[src/rtl/core/nnfd_pkg.sv]
// ============================================================================
// nnfd_pkg
// Shared types, constants and helper functions of the nearest-neighbor fit
// downscaler.
// ============================================================================
`default_nettype none

package nnfd_pkg;

    // Widths of the sizes, the pixel word and the rational accumulators.
    localparam int SIDE_W = 13;
    localparam int ACC_W  = 26;
    localparam int PIX_W  = 32;

    // Largest side that the block handles; larger register values saturate.
    localparam logic [SIDE_W-1:0] MAX_SIDE = 13'd4096;

    // Queue between the front and the back part.
    localparam int QUEUE_DEPTH = 4;
    localparam int QPTR_W      = 2;
    localparam int QCNT_W      = 3;

    // Configuration register indexes (word address bits).
    localparam logic [1:0] REG_MAX_WIDTH    = 2'd0;
    localparam logic [1:0] REG_MAX_HEIGHT   = 2'd1;
    localparam logic [1:0] REG_IMAGE_WIDTH  = 2'd2;
    localparam logic [1:0] REG_IMAGE_HEIGHT = 2'd3;

    typedef struct packed {
        logic [SIDE_W-1:0] max_width;
        logic [SIDE_W-1:0] max_height;
        logic [SIDE_W-1:0] image_width;
        logic [SIDE_W-1:0] image_height;
    } cfg_t;

    // Position of a source pixel within its frame.
    typedef struct packed {
        logic first_frame;   // first pixel of a frame
        logic first_row;     // first pixel of a row
        logic end_row;       // last pixel of a row
        logic last_row;      // pixel lies in the last row
    } item_flags_t;

    // One classified pixel as it waits for the back part.
    typedef struct packed {
        logic [PIX_W-1:0]  pixel;
        item_flags_t       flags;
        logic              resize_on;
        logic [SIDE_W-1:0] num;
        logic [SIDE_W-1:0] den;
        logic [ACC_W-1:0]  w_num;
        logic [ACC_W-1:0]  h_num;
    } work_item_t;

    // Image side: zero acts as one, values above the maximum saturate.
    function automatic logic [SIDE_W-1:0] side_of(input logic [SIDE_W-1:0] v);
        logic [SIDE_W-1:0] r;
        if (v == '0)
            r = {{(SIDE_W-1){1'b0}}, 1'b1};
        else if (v > MAX_SIDE)
            r = MAX_SIDE;
        else
            r = v;
        return r;
    endfunction

    // Size limit: values above the maximum saturate, zero stays zero.
    function automatic logic [SIDE_W-1:0] limit_of(input logic [SIDE_W-1:0] v);
        return (v > MAX_SIDE) ? MAX_SIDE : v;
    endfunction

endpackage

`default_nettype wire

[src/rtl/core/nnfd_front.sv]
// ============================================================================
// nnfd_front
// Accepts source pixels, tracks their raster position and works out the
// scaling ratio and the scaled side lengths over three pipeline stages.
// ============================================================================
`default_nettype none

module nnfd_front (
    input  wire logic                     clk,
    input  wire logic                     rst_n,
    input  wire logic                     in_valid,
    output logic                          in_ready,
    input  wire logic [nnfd_pkg::PIX_W-1:0] in_pixel,
    input  wire nnfd_pkg::cfg_t           cfg,
    input  wire logic                     queue_full,
    output logic                          push,
    output nnfd_pkg::work_item_t          push_item
);

    typedef struct packed {
        logic [nnfd_pkg::PIX_W-1:0]  pixel;
        nnfd_pkg::item_flags_t       flags;
        logic [nnfd_pkg::SIDE_W-1:0] w;
        logic [nnfd_pkg::SIDE_W-1:0] h;
        logic [nnfd_pkg::SIDE_W-1:0] mw;
        logic [nnfd_pkg::SIDE_W-1:0] mh;
    } stage_a_t;

    typedef struct packed {
        logic [nnfd_pkg::PIX_W-1:0]  pixel;
        nnfd_pkg::item_flags_t       flags;
        logic [nnfd_pkg::SIDE_W-1:0] w;
        logic [nnfd_pkg::SIDE_W-1:0] h;
        logic [nnfd_pkg::SIDE_W-1:0] nx;
        logic [nnfd_pkg::SIDE_W-1:0] dx;
        logic [nnfd_pkg::SIDE_W-1:0] ny;
        logic [nnfd_pkg::SIDE_W-1:0] dy;
        logic                        resize_on;
        logic [nnfd_pkg::ACC_W-1:0]  px;
        logic [nnfd_pkg::ACC_W-1:0]  py;
    } stage_b_t;

    typedef struct packed {
        logic [nnfd_pkg::PIX_W-1:0]  pixel;
        nnfd_pkg::item_flags_t       flags;
        logic [nnfd_pkg::SIDE_W-1:0] w;
        logic [nnfd_pkg::SIDE_W-1:0] h;
        logic [nnfd_pkg::SIDE_W-1:0] num;
        logic [nnfd_pkg::SIDE_W-1:0] den;
        logic                        resize_on;
    } stage_c_t;

    localparam logic [nnfd_pkg::SIDE_W-1:0] ONE = {{(nnfd_pkg::SIDE_W-1){1'b0}}, 1'b1};

    logic                        adv;
    logic                        accept;
    logic [nnfd_pkg::SIDE_W-1:0] src_col_reg, src_col_next;
    logic [nnfd_pkg::SIDE_W-1:0] src_row_reg, src_row_next;
    logic [nnfd_pkg::SIDE_W-1:0] w_live, h_live;
    nnfd_pkg::item_flags_t       flags_in;

    logic     a_valid_reg, b_valid_reg, c_valid_reg;
    stage_a_t a_reg, a_next;
    stage_b_t b_reg, b_next;
    stage_c_t c_reg, c_next;

    logic [nnfd_pkg::SIDE_W-1:0] ratio_num_reg, ratio_num_next;
    logic [nnfd_pkg::SIDE_W-1:0] ratio_den_reg, ratio_den_next;
    logic                        ratio_rs_reg, ratio_rs_next;
    logic [nnfd_pkg::SIDE_W-1:0] num_use, den_use;
    logic                        rs_use;

    // The whole front moves as one shift line; it holds only when its last
    // stage has an item that the queue cannot take.
    assign adv      = !c_valid_reg || !queue_full;
    assign in_ready = adv;
    assign accept   = in_valid && adv;

    // Raster position against the live image size.
    always_comb
    begin
        w_live               = nnfd_pkg::side_of(cfg.image_width);
        h_live               = nnfd_pkg::side_of(cfg.image_height);
        flags_in.first_row   = (src_col_reg == '0);
        flags_in.first_frame = (src_col_reg == '0) && (src_row_reg == '0);
        flags_in.end_row     = ({1'b0, src_col_reg} + 14'd1) >= {1'b0, w_live};
        flags_in.last_row    = ({1'b0, src_row_reg} + 14'd1) >= {1'b0, h_live};
        src_col_next         = flags_in.end_row ? '0 : src_col_reg + ONE;
        src_row_next         = src_row_reg;
        if (flags_in.end_row)
        begin
            src_row_next = flags_in.last_row ? '0 : src_row_reg + ONE;
        end
    end

    // Stage A: capture the pixel with its position and the clamped sizes.
    always_comb
    begin
        a_next.pixel = in_pixel;
        a_next.flags = flags_in;
        a_next.w     = w_live;
        a_next.h     = h_live;
        a_next.mw    = nnfd_pkg::limit_of(cfg.max_width);
        a_next.mh    = nnfd_pkg::limit_of(cfg.max_height);
    end

    // Stage B: candidate ratios and their cross products.
    always_comb
    begin
        b_next.pixel     = a_reg.pixel;
        b_next.flags     = a_reg.flags;
        b_next.w         = a_reg.w;
        b_next.h         = a_reg.h;
        b_next.resize_on = ((a_reg.mw != '0) && (a_reg.w > a_reg.mw)) ||
                           ((a_reg.mh != '0) && (a_reg.h > a_reg.mh));
        b_next.nx        = (a_reg.mw != '0) ? a_reg.mw : ONE;
        b_next.dx        = (a_reg.mw != '0) ? a_reg.w  : ONE;
        b_next.ny        = (a_reg.mh != '0) ? a_reg.mh : ONE;
        b_next.dy        = (a_reg.mh != '0) ? a_reg.h  : ONE;
        b_next.px        = {13'd0, b_next.nx} * {13'd0, b_next.dy};
        b_next.py        = {13'd0, b_next.ny} * {13'd0, b_next.dx};
    end

    // Stage C: pick the smaller ratio; the width ratio wins a tie.
    always_comb
    begin
        c_next.pixel     = b_reg.pixel;
        c_next.flags     = b_reg.flags;
        c_next.w         = b_reg.w;
        c_next.h         = b_reg.h;
        c_next.resize_on = b_reg.resize_on;
        if (!b_reg.resize_on)
        begin
            c_next.num = ONE;
            c_next.den = ONE;
        end
        else if (b_reg.px <= b_reg.py)
        begin
            c_next.num = b_reg.nx;
            c_next.den = b_reg.dx;
        end
        else
        begin
            c_next.num = b_reg.ny;
            c_next.den = b_reg.dy;
        end
    end

    // The ratio is latched by the first pixel of a frame and then holds.
    always_comb
    begin
        num_use        = c_reg.flags.first_frame ? c_reg.num : ratio_num_reg;
        den_use        = c_reg.flags.first_frame ? c_reg.den : ratio_den_reg;
        rs_use         = c_reg.flags.first_frame ? c_reg.resize_on : ratio_rs_reg;
        ratio_num_next = ratio_num_reg;
        ratio_den_next = ratio_den_reg;
        ratio_rs_next  = ratio_rs_reg;
        if (push && c_reg.flags.first_frame)
        begin
            ratio_num_next = c_reg.num;
            ratio_den_next = c_reg.den;
            ratio_rs_next  = c_reg.resize_on;
        end
    end

    assign push = adv && c_valid_reg;

    always_comb
    begin
        push_item.pixel     = c_reg.pixel;
        push_item.flags     = c_reg.flags;
        push_item.resize_on = rs_use;
        push_item.num       = num_use;
        push_item.den       = den_use;
        push_item.w_num     = {13'd0, c_reg.w} * {13'd0, num_use};
        push_item.h_num     = {13'd0, c_reg.h} * {13'd0, num_use};
    end

    always_ff @(posedge clk or negedge rst_n)
    begin
        if (!rst_n)
        begin
            src_col_reg   <= '0;
            src_row_reg   <= '0;
            a_valid_reg   <= 1'b0;
            b_valid_reg   <= 1'b0;
            c_valid_reg   <= 1'b0;
            ratio_num_reg <= ONE;
            ratio_den_reg <= ONE;
            ratio_rs_reg  <= 1'b0;
        end
        else
        begin
            if (accept)
            begin
                src_col_reg <= src_col_next;
                src_row_reg <= src_row_next;
            end
            if (adv)
            begin
                a_valid_reg <= in_valid;
                b_valid_reg <= a_valid_reg;
                c_valid_reg <= b_valid_reg;
            end
            ratio_num_reg <= ratio_num_next;
            ratio_den_reg <= ratio_den_next;
            ratio_rs_reg  <= ratio_rs_next;
        end
    end

    always_ff @(posedge clk)
    begin
        if (adv)
        begin
            a_reg <= a_next;
            b_reg <= b_next;
            c_reg <= c_next;
        end
    end

    // A resizing ratio always shrinks the image.
    assert property (@(posedge clk) disable iff (!rst_n)
        ratio_rs_reg |-> (ratio_num_reg < ratio_den_reg))
        else $error("latched resize ratio does not shrink");

    // Without resizing the latched ratio is one to one.
    assert property (@(posedge clk) disable iff (!rst_n)
        !ratio_rs_reg |-> (ratio_num_reg == ONE) && (ratio_den_reg == ONE))
        else $error("pass-through ratio is not one to one");

    // The first pixel of a frame is always the first pixel of a row.
    assert property (@(posedge clk) disable iff (!rst_n)
        (a_valid_reg && a_reg.flags.first_frame) |-> a_reg.flags.first_row)
        else $error("frame start outside column zero");

endmodule

`default_nettype wire

[src/rtl/core/nnfd_queue.sv]
// ============================================================================
// nnfd_queue
// Short register queue of classified pixels between the front and the back.
// ============================================================================
`default_nettype none

module nnfd_queue (
    input  wire logic                 clk,
    input  wire logic                 rst_n,
    input  wire logic                 push,
    input  wire nnfd_pkg::work_item_t push_item,
    output logic                      full,
    input  wire logic                 pop,
    output logic                      head_valid,
    output nnfd_pkg::work_item_t      head
);

    nnfd_pkg::work_item_t              entry_reg [nnfd_pkg::QUEUE_DEPTH];
    logic [nnfd_pkg::QPTR_W-1:0]       wr_ptr_reg, wr_ptr_next;
    logic [nnfd_pkg::QPTR_W-1:0]       rd_ptr_reg, rd_ptr_next;
    logic [nnfd_pkg::QCNT_W-1:0]       count_reg, count_next;

    assign full       = (count_reg == nnfd_pkg::QCNT_W'(nnfd_pkg::QUEUE_DEPTH));
    assign head_valid = (count_reg != '0);
    assign head       = entry_reg[rd_ptr_reg];

    always_comb
    begin
        wr_ptr_next = push ? wr_ptr_reg + nnfd_pkg::QPTR_W'(1) : wr_ptr_reg;
        rd_ptr_next = pop  ? rd_ptr_reg + nnfd_pkg::QPTR_W'(1) : rd_ptr_reg;
        count_next  = count_reg;
        if (push && !pop)
            count_next = count_reg + nnfd_pkg::QCNT_W'(1);
        else if (pop && !push)
            count_next = count_reg - nnfd_pkg::QCNT_W'(1);
    end

    always_ff @(posedge clk or negedge rst_n)
    begin
        if (!rst_n)
        begin
            wr_ptr_reg <= '0;
            rd_ptr_reg <= '0;
            count_reg  <= '0;
        end
        else
        begin
            wr_ptr_reg <= wr_ptr_next;
            rd_ptr_reg <= rd_ptr_next;
            count_reg  <= count_next;
        end
    end

    always_ff @(posedge clk)
    begin
        if (push)
            entry_reg[wr_ptr_reg] <= push_item;
    end

endmodule

`default_nettype wire

[src/rtl/core/nnfd_back.sv]
// ============================================================================
// nnfd_back
// Runs the exact rational selection on each queued pixel and holds the kept
// pixels in the output register.
// ============================================================================
`default_nettype none

module nnfd_back (
    input  wire logic                       clk,
    input  wire logic                       rst_n,
    input  wire logic                       head_valid,
    input  wire nnfd_pkg::work_item_t       head,
    output logic                            pop,
    output logic                            out_valid,
    input  wire logic                       out_ready,
    output logic [nnfd_pkg::PIX_W-1:0]      out_pixel,
    output logic                            out_last
);

    logic [nnfd_pkg::ACC_W-1:0] col_t_reg, col_t_next;
    logic [nnfd_pkg::ACC_W-1:0] col_p_reg, col_p_next;
    logic [nnfd_pkg::ACC_W-1:0] row_t_reg, row_t_next;
    logic [nnfd_pkg::ACC_W-1:0] row_p_reg, row_p_next;
    logic                       row_kept_reg, row_kept_next;
    logic                       out_valid_reg, out_valid_next;
    logic [nnfd_pkg::PIX_W-1:0] out_pixel_reg;
    logic                       out_last_reg;

    logic [nnfd_pkg::ACC_W-1:0] col_t, col_p, row_t, row_p;
    logic [nnfd_pkg::ACC_W-1:0] num_x, den_x, den_x2;
    logic                       row_hit, col_hit, keep, last;

    // Target in [pos, pos + num) and the output index inside the scaled side.
    function automatic logic picks(input logic [nnfd_pkg::ACC_W-1:0] pos,
                                   input logic [nnfd_pkg::ACC_W-1:0] tgt,
                                   input logic [nnfd_pkg::ACC_W-1:0] num,
                                   input logic [nnfd_pkg::ACC_W-1:0] den,
                                   input logic [nnfd_pkg::ACC_W-1:0] side_num);
        return (pos <= tgt) && (tgt < pos + num) && (tgt + den <= side_num);
    endfunction

    assign pop = head_valid && (!out_valid_reg || out_ready);

    always_comb
    begin
        num_x   = {13'd0, head.num};
        den_x   = {13'd0, head.den};
        den_x2  = {12'd0, head.den, 1'b0};
        row_t   = head.flags.first_frame ? '0 : row_t_reg;
        row_p   = head.flags.first_frame ? '0 : row_p_reg;
        col_t   = head.flags.first_row ? '0 : col_t_reg;
        col_p   = head.flags.first_row ? '0 : col_p_reg;
        row_hit = head.flags.first_row ?
                  (!head.resize_on || picks(row_p, row_t, num_x, den_x, head.h_num)) :
                  row_kept_reg;
        col_hit = head.resize_on && picks(col_p, col_t, num_x, den_x, head.w_num);
        if (head.resize_on)
        begin
            keep = row_hit && col_hit;
            last = (col_t + den_x2 > head.w_num) && (row_t + den_x2 > head.h_num);
        end
        else
        begin
            keep = 1'b1;
            last = head.flags.end_row && head.flags.last_row;
        end

        col_t_next = col_t;
        col_p_next = col_p;
        row_t_next = row_t;
        row_p_next = row_p;
        if (head.resize_on)
        begin
            if (col_hit)
                col_t_next = col_t + den_x;
            col_p_next = col_p + num_x;
            if (head.flags.end_row)
            begin
                if (row_hit)
                    row_t_next = row_t + den_x;
                row_p_next = row_p + num_x;
            end
        end
        row_kept_next = row_hit;

        out_valid_next = out_valid_reg;
        if (pop)
            out_valid_next = keep;
        else if (out_ready)
            out_valid_next = 1'b0;
    end

    always_ff @(posedge clk or negedge rst_n)
    begin
        if (!rst_n)
        begin
            col_t_reg     <= '0;
            col_p_reg     <= '0;
            row_t_reg     <= '0;
            row_p_reg     <= '0;
            row_kept_reg  <= 1'b0;
            out_valid_reg <= 1'b0;
        end
        else
        begin
            if (pop)
            begin
                col_t_reg    <= col_t_next;
                col_p_reg    <= col_p_next;
                row_t_reg    <= row_t_next;
                row_p_reg    <= row_p_next;
                row_kept_reg <= row_kept_next;
            end
            out_valid_reg <= out_valid_next;
        end
    end

    always_ff @(posedge clk)
    begin
        if (pop)
        begin
            out_pixel_reg <= head.pixel;
            out_last_reg  <= last;
        end
    end

    assign out_valid = out_valid_reg;
    assign out_pixel = out_pixel_reg;
    assign out_last  = out_last_reg;

    // A waiting result is never overwritten by the next pixel.
    assert property (@(posedge clk) disable iff (!rst_n)
        (out_valid_reg && !out_ready) |-> !pop)
        else $error("pending output overwritten");

    // Pass-through frames leave the column accumulator at zero.
    assert property (@(posedge clk) disable iff (!rst_n)
        (pop && !head.resize_on) |=> (col_p_reg == '0))
        else $error("column accumulator moved without resizing");

    // Pass-through frames leave the row target at zero.
    assert property (@(posedge clk) disable iff (!rst_n)
        (pop && !head.resize_on) |=> (row_t_reg == '0))
        else $error("row target moved without resizing");

endmodule

`default_nettype wire

[src/rtl/core/nearest_neighbor_fit_downscaler_top.sv]
// ============================================================================
// nearest_neighbor_fit_downscaler_top
// Nearest-neighbor downscaler that fits an RGBA raster frame into a maximum
// output size with one uniform ratio.
// ============================================================================
// Usage: source pixels of one image_width x image_height frame enter in raster
// order on the s_ stream, one item per accepted handshake. Kept pixels leave on
// the m_ stream; m_tlast marks the final output pixel of a frame. When either
// positive limit (max_width, max_height) is exceeded, the smaller of the two
// ratios is latched by the first pixel of the frame and only the nearest-
// neighbor source pixels of the scaled frame are passed; otherwise every pixel
// passes unchanged. Registers must be written through the APB port between
// frames; the block itself does not enforce this. An accepted item passes
// through the front stages, the queue entry and the output register before it
// reaches m_tdata. Throughput: one item per cycle while m_tready stays high.
// When the receiver stalls, the output register holds its item, the
// four-entry queue fills, and s_tready drops once the queue is full and the
// last front stage holds an item. Reset clears the raster position,
// accumulators, queue and output valid and loads the registers with no limits
// and a 1 x 1 frame; no item is lost or replayed across a stall.
// ============================================================================
`default_nettype none

module nearest_neighbor_fit_downscaler_top (
    input  wire logic        clk,
    input  wire logic        rst_n,
    // Source pixels
    input  wire logic        s_tvalid,
    output logic             s_tready,
    input  wire logic [31:0] s_tdata,   // red_in, green_in, blue_in, alpha_in
    // Kept pixels
    output logic             m_tvalid,
    input  wire logic        m_tready,
    output logic [31:0]      m_tdata,   // red_out, green_out, blue_out, alpha_out
    output logic             m_tlast,   // frame_last
    // Configuration
    input  wire logic        psel,
    input  wire logic        penable,
    input  wire logic        pwrite,
    input  wire logic [3:0]  paddr,
    input  wire logic [31:0] pwdata,
    output logic [31:0]      prdata,
    output logic             pready
);

    nnfd_pkg::cfg_t       cfg_reg, cfg_next;
    logic                 cfg_write;
    logic [1:0]           reg_index;
    logic [nnfd_pkg::SIDE_W-1:0] wr_value;

    logic                 queue_full;
    logic                 push;
    nnfd_pkg::work_item_t push_item;
    logic                 pop;
    logic                 head_valid;
    nnfd_pkg::work_item_t head;

    // Register file: word address selects the register, data is 13 bits.
    assign pready    = 1'b1;
    assign cfg_write = psel && penable && pwrite && pready;
    assign reg_index = paddr[3:2];
    assign wr_value  = pwdata[nnfd_pkg::SIDE_W-1:0];

    always_comb
    begin
        cfg_next = cfg_reg;
        if (cfg_write)
        begin
            unique case (reg_index)
                nnfd_pkg::REG_MAX_WIDTH:    cfg_next.max_width    = wr_value;
                nnfd_pkg::REG_MAX_HEIGHT:   cfg_next.max_height   = wr_value;
                nnfd_pkg::REG_IMAGE_WIDTH:  cfg_next.image_width  = wr_value;
                nnfd_pkg::REG_IMAGE_HEIGHT: cfg_next.image_height = wr_value;
                default:                    cfg_next = cfg_reg;
            endcase
        end
    end

    always_comb
    begin
        unique case (reg_index)
            nnfd_pkg::REG_MAX_WIDTH:    prdata = {19'd0, cfg_reg.max_width};
            nnfd_pkg::REG_MAX_HEIGHT:   prdata = {19'd0, cfg_reg.max_height};
            nnfd_pkg::REG_IMAGE_WIDTH:  prdata = {19'd0, cfg_reg.image_width};
            nnfd_pkg::REG_IMAGE_HEIGHT: prdata = {19'd0, cfg_reg.image_height};
            default:                    prdata = '0;
        endcase
    end

    always_ff @(posedge clk or negedge rst_n)
    begin
        if (!rst_n)
        begin
            cfg_reg.max_width    <= '0;
            cfg_reg.max_height   <= '0;
            cfg_reg.image_width  <= 13'd1;
            cfg_reg.image_height <= 13'd1;
        end
        else
        begin
            cfg_reg <= cfg_next;
        end
    end

    // Front: raster tracking, ratio selection and scaled sides.
    nnfd_front u_front (
        .clk        (clk),
        .rst_n      (rst_n),
        .in_valid   (s_tvalid),
        .in_ready   (s_tready),
        .in_pixel   (s_tdata),
        .cfg        (cfg_reg),
        .queue_full (queue_full),
        .push       (push),
        .push_item  (push_item)
    );

    // Queue that lets the front keep accepting while the back stalls.
    nnfd_queue u_queue (
        .clk        (clk),
        .rst_n      (rst_n),
        .push       (push),
        .push_item  (push_item),
        .full       (queue_full),
        .pop        (pop),
        .head_valid (head_valid),
        .head       (head)
    );

    // Back: exact accumulator selection and the output register.
    nnfd_back u_back (
        .clk        (clk),
        .rst_n      (rst_n),
        .head_valid (head_valid),
        .head       (head),
        .pop        (pop),
        .out_valid  (m_tvalid),
        .out_ready  (m_tready),
        .out_pixel  (m_tdata),
        .out_last   (m_tlast)
    );

endmodule

`default_nettype wire

[config.mk]
export PLATFORM = sky130hd
export DESIGN_NAME = nearest_neighbor_fit_downscaler_top
export DESIGN_NICKNAME = d
export VERILOG_FILES = /design/src/rtl/core/nnfd_pkg.sv /design/src/rtl/core/nnfd_front.sv /design/src/rtl/core/nnfd_queue.sv /design/src/rtl/core/nnfd_back.sv /design/src/rtl/core/nearest_neighbor_fit_downscaler_top.sv
export SDC_FILE = /design/constraint.sdc
export NUM_CORES = 2
export LEC_CHECK = 0
export BUFFER_PORTS_ARGS = -buffer_cell sky130_fd_sc_hd__buf_2
export CORE_MARGIN = 4
export CORE_UTILIZATION = 55
export CTS_CLUSTER_DIAMETER = 120
export DETAILED_ROUTE_END_ITERATION = 12
export MAX_ROUTING_LAYER = met4
export PLACE_DENSITY = 0.73
export SETUP_SLACK_MARGIN = 0.5
export SKIP_LAST_GASP = 1
export SYNTH_ARGS = -nofsm -noshare
export SYNTH_HDL_FRONTEND = slang
export SYNTH_HIERARCHICAL = 1
export SYNTH_SLANG_ARGS = --single-unit
[constraint.sdc]
create_clock -name clk -period 14.6 [get_ports clk]
set_input_delay 1.46 -clock clk [delete_from_list [all_inputs] [get_ports clk]]
set_output_delay 1.46 -clock clk [all_outputs]
set_load 0.01 [all_outputs]
======== Yosys cells after proc, flatten, opt, wreduce, memory -nomap -nowiden ========
Memory sizes are Yosys's and may differ from the RTL's.
Cells that the tools add are included.
W data, S select, Z words.
storage, ports and cells
  flip-flop bits (word level) ............. 598
  memory bits (writable) .................. 460
  output and inout bits ................... 68
  logic and storage cells ................. 176
  memories ................................ 1
memories
  name               words  width  read ports  clocked after Yosys merged registers in  write ports  line              source
  u_queue.entry_reg  4      115    1           0                                        1            nnfd_queue.sv:18  nnfd_pkg::work_item_t entry_reg [nnfd_pkg::QUEUE_DEPTH];
cells by class
  add/subtract/negate cells ............... 14
  multipliers ............................. 4
  magnitude comparators ................... 17
  equality and inequality tests ........... 4
  mux-type cells .......................... 36
  reduce and logical (&&, ||, !) cells .... 44
operator list
  kind                     number
  $mux W26                 13
  $mux W13                 12
  $le A26 B26 Y1           5
  $pmux W32 S4             1
  $add A26 B13 Y26         4
  $mul A13 B13 Y26         4
  $add A26 B14 Y26         2
  $gt A13 B13 Y1 const B   4
  $gt A26 B26 Y1           2
  $logic_not A13 Y1        4
  $lt A26 B26 Y1           2
  $add A13 B1 Y14 const B  2
  $ge A14 B13 Y1           2
  $add A13 B1 Y13 const B  2
  $gt A13 B13 Y1           2
  $reduce_bool A13 Y1      2
  $logic_and A1 B1 Y1      19
  $reduce_and A2 Y1        5
  $mux W1                  8
  $logic_not A1 Y1         6
  $mux W3                  2
  $add A2 B1 Y2 const B    2
  $eq A2 B2 Y1 const B     2
  $logic_or A1 B1 Y1       4
  7 further kinds          8

======== Longest topological paths before layout ========
An unclocked memory read counts as a cell.
  word-level depth ........................ 11
  mapped depth ............................ 35
  depth with buffers taken out ............ 28

======== By module ========
The synthesis kept the hierarchy.
modules (own cells, without submodules)
  module                               instances  cells each  area an instance (um^2)  seq. area each (um^2)
  nnfd_front                           1          3784        38897.3                  11733.8
  nnfd_queue                           1          635         16951.3                  13988.4
  nnfd_back                            1          1988        16306.9                  3643.5
  nearest_neighbor_fit_downscaler_top  1          156         2506.2                   1303.8

======== Least setup slack after synthesis ========
OpenSTA, ideal clock, no wires.
  path kind ............................... reg2reg
  start point ............................. register u_queue/count_reg[2] (netlist name)
  end point ............................... register u_front/src_col_reg[0] (netlist name)
  data arrival time ....................... 10.429 ns
  data required time ...................... 14.526 ns
  setup slack ............................. 4.097 ns
  stages on the path, launching flop included .. 6
  period minus slack after synthesis ...... 10.503 ns
  cell sequence ........................... dfrtp_1 > nor3b_1 > nand2_1 > nand2_1 > nor2_1 > mux2_2
between the ends
  word-level cells in the longest chain between the ends .. 4
RTL lines
  element                 line                                       source
  from (decl)             nnfd_queue.sv:21                           logic [nnfd_pkg::QCNT_W-1:0] count_reg, count_next;
  from (signal assigned)  nnfd_queue.sv:50                           count_reg <= count_next;
  $eq A3 B3 Y1            nnfd_queue.sv:23                           assign full = (count_reg == nnfd_pkg::QCNT_W'(nnfd_pkg::QUEUE_DEPTH));
  net queue_full          nearest_neighbor_fit_downscaler_top.sv:51  logic queue_full;
  $logic_not A1 Y1        nnfd_front.sv:75                           assign adv = !c_valid_reg || !queue_full;
  $logic_or A1 B1 Y1      nnfd_front.sv:75
  net s_tready            nearest_neighbor_fit_downscaler_top.sv:29  output logic s_tready,
  $logic_and A1 B1 Y1     nnfd_front.sv:77                           assign accept = in_valid && adv;
  to (signal assigned)    nnfd_front.sv:196                          src_col_reg <= src_col_next;
  to (decl)               nnfd_front.sv:57                           logic [nnfd_pkg::SIDE_W-1:0] src_col_reg, src_col_next;
The timed path passes the listed nets, and every way through them passes these cells.
A chain may end at the register's enable or synchronous reset.

==> flow_summary.toml <==
[global_route]
antenna_found_initial = 3
grt_use_met2_pct = 42.27
track_usage_pct = 26.15
globalRouteMet1Util_pct = 33.85
grt-ovfl-total = 0
grt_start_max_net_pins = 172
globalRoute.busiestLayer = "met2"
grt_pass1_wl_um = 282900
grt_pass1_vias = 50615
met3_usage_pct = 3.754

[floorplanning]
io_pins = 143
dieWidth_um = 376.4
initial_core_util_pct = 55.66
core_mm2 = 0.1341
num_rows = 134
fp.dieArea_mm2 = 0.1417
die_h_um = 376.4

[cts]
cts-hold-fix-buffers = 0
htreeDepth = 3
clk_pin_slew_worst_paths_ps = 60
cts-buffers-inserted = 109
post_cts_resized = 0
cts.sinks = 1058
cts_tree = "built"
cts_setup_buffers = 0
root_buffer = "clkbuf_16"
clock_path_buffers = 3
clkLatencyLatePin_ps = 740

[logic_synthesis]
synth-edff-count = 837
async_flop_share_pct = 20.89
synth_largest_area_cell = "edfxtp_1"
synth_common_cells = "861 x inv_1, 837 x edfxtp_1, 732 x nand2_1"
synth.avg_cell_area_um2 = 11.38
yosysSeqAreaShare_pct = 41.08
syn-cell-area_mm2 = 0.07466
yosysUniqueCellTypes = 109
netlist_instances = 6563
synthFlopType = "edfxtp_1"
ys_seq_elements = 1058
yosysMostFrequentCell = "inv_1"
yosys_warnings = 6
synth_area_leaders = "edfxtp_1 34%, fa_1 13%, ha_1 10%"
synth.top_cell.area_share_pct = 33.66

[timing]
slew_violations = 0
worst_pin_slew_ps = 1154
hold_viol = 0
fin_worst_skew_ps = 61.11
fmax_mhz = 112.1
layout_min_cycle_time_ps = 8921
setup_tns_ps = 0
grt_setup_unrepaired = "no"
final-setup-viol-count = 0
max-slew-margin-rel_pct = 22.76
period_share_pct = 61.10

[critical_path]
worst-setup-path-type = "reg -> reg"
cp_max_fo = 33
worst_ep_arrival_time_ps = 9540
cp-end-kind = "flop"
worstSetupStartpointType = "flop"
cp.required_ps = 15220

[drt]
routedWlPerCell_um = 21.25
drcViolationCount = 0
ant_nets = 0
drt_iter0_drc = 3517
via_count = 48971
routed_wirelength_um = 177000
drtPass1Iterations = 5
viasPerCell = 5.877

[layout]
final_area_mm2 = 0.07980
drive_gt1_share_pct = 9.284
largest_register_ffs = 460
area_growth_pct = 6.879
final_nets = 7662

[place]
post-dp-hpwl_um = 124700
placed_cell_area_mm2 = 0.07609
gp_routability_congestion = 0.9212
port_buffers = 101

[outcome]
status = "complete, no violations"

[worst_hold_path]
hold_class = "reg -> reg"

[flow_run]
maxCapViolCount = 0
-- worst max-delay path, stage by stage, from the launching register on --
cell and delay, ps:
dfrtp_4 530, buf_4 570, mux4_2 920, nor2b_1 560
ha_1 340, a21o_1 180, maj3_1 390, a21oi_1 280
o32ai_1 160, nand3_1 120, a41oi_1 170, o21ai_2 470
nor2_1 130, xnor2_1 240, ha_1 290, and2_0 170
a221o_1 310, a221oi_1 340, o21ai_0 200, o21ai_0 370
o211ai_1 300, o41ai_4 610, and2_1 790, nand2_1 150
mux2i_1 160
-- layout by cell type (no fill, tap or decap), types with 14 or more instances in the layout --
cell / count
mux2_2: 102
ha_1: 625
buf_2: 100
and4_1: 14
or3_1: 15
a221o_1: 17
o211ai_1: 22
nand4_1: 85
dfrtp_1: 215
o21a_1: 32
a21o_1: 112
xor2_1: 79
mux4_2: 125
nand2b_1: 38
fa_1: 490
o31ai_1: 14
a211oi_1: 27
clkinv_1: 16
a21oi_1: 205
and2_1: 186
and3_1: 169
nor4_1: 29
a31oi_1: 29
clkbuf_16: 111
xnor2_1: 183
inv_1: 860
edfxtp_1: 837
nand2_1: 730
o21ai_0: 181
nand3_1: 92
o21bai_1: 17
buf_4: 42
mux2i_1: 43
nor2_1: 164
conb_1: 20
a22o_1: 38
clkbuf_1: 20
nor3_1: 56
nor2b_1: 132
-- metal layers --
layer / wire length (um) / up-vias
met5: 0 / -
met4: 7443 / 0
met3: 11080 / 405
met2: 84960 / 1671
met1: 73560 / 24506
li1: - / 22389
-- cell families after synthesis --
family	after synthesis	synth area share, %
buffers and inverters	1231	6.700
AO/OA/AOI/OAI	836	7.466
XOR/XNOR	263	3.104
other	2	0.01006
multiplexers	284	6.207
flip-flops	1058	41.08
adder cells (fa/ha/maj)	1125	23.75
AND/OR/NAND/NOR	1764	11.69
-- metrics by stage --
stage                     hold slack (ps)  setup slack [ps]  util (%)  std cells
after floorplan                     400.3              4097         -       6581
after global placement              401.0              5768     56.73       8129
after detailed placement            404.5              5757     56.73       8129
after CTS                           358.2              5688     59.48       8328
after global routing                380.0              5179     59.49       8333
final                               369.9              5679     59.49       8333
-- final cells by class --
| type | instances | area [um^2] |
|---|---|---|
| well taps | 1768 | 2212 |
| fillers | 10650 | 54330 |
| repair buffers | 144 | 850.8 |
| multi-input cells | 4292 | 39100 |
| clock buffers | 138 | 2949 |
| inverters | 867 | 3254 |
| flip-flops and latches | 1058 | 30680 |
| clock inverters | 61 | 745.7 |
| diodes | 5 | 12.51 |
-- worst paths after layout --
kind / to / startpoint / slack [ps] / cells after the start
worst max register to register: u_back/row_t_reg[19]$_DFFE_PN0P_ / u_queue/rd_ptr_reg[0]$_DFFE_PN0P_ / 5680 / 24
worst max-delay path: u_back/row_t_reg[19]$_DFFE_PN0P_ / u_queue/rd_ptr_reg[0]$_DFFE_PN0P_ / 5680 / 24
worst min-delay path: u_front/push_item[83]$_DFFE_PN_ / u_front/b_reg[135]$_DFFE_PN_ / 370 / 0
min in group asynchronous: u_back/row_p_reg[17]$_DFFE_PN0P_ / rst_n / 760 / 1
worst min register to register: u_front/push_item[83]$_DFFE_PN_ / u_front/b_reg[135]$_DFFE_PN_ / 370 / 0
max in group asynchronous: cfg_reg[12]$_DFFE_PN0P_ / rst_n / 11620 / 3
Power is not shown: default switching activity piles up to over one toggle a cycle in this logic, so the estimate is an artifact.
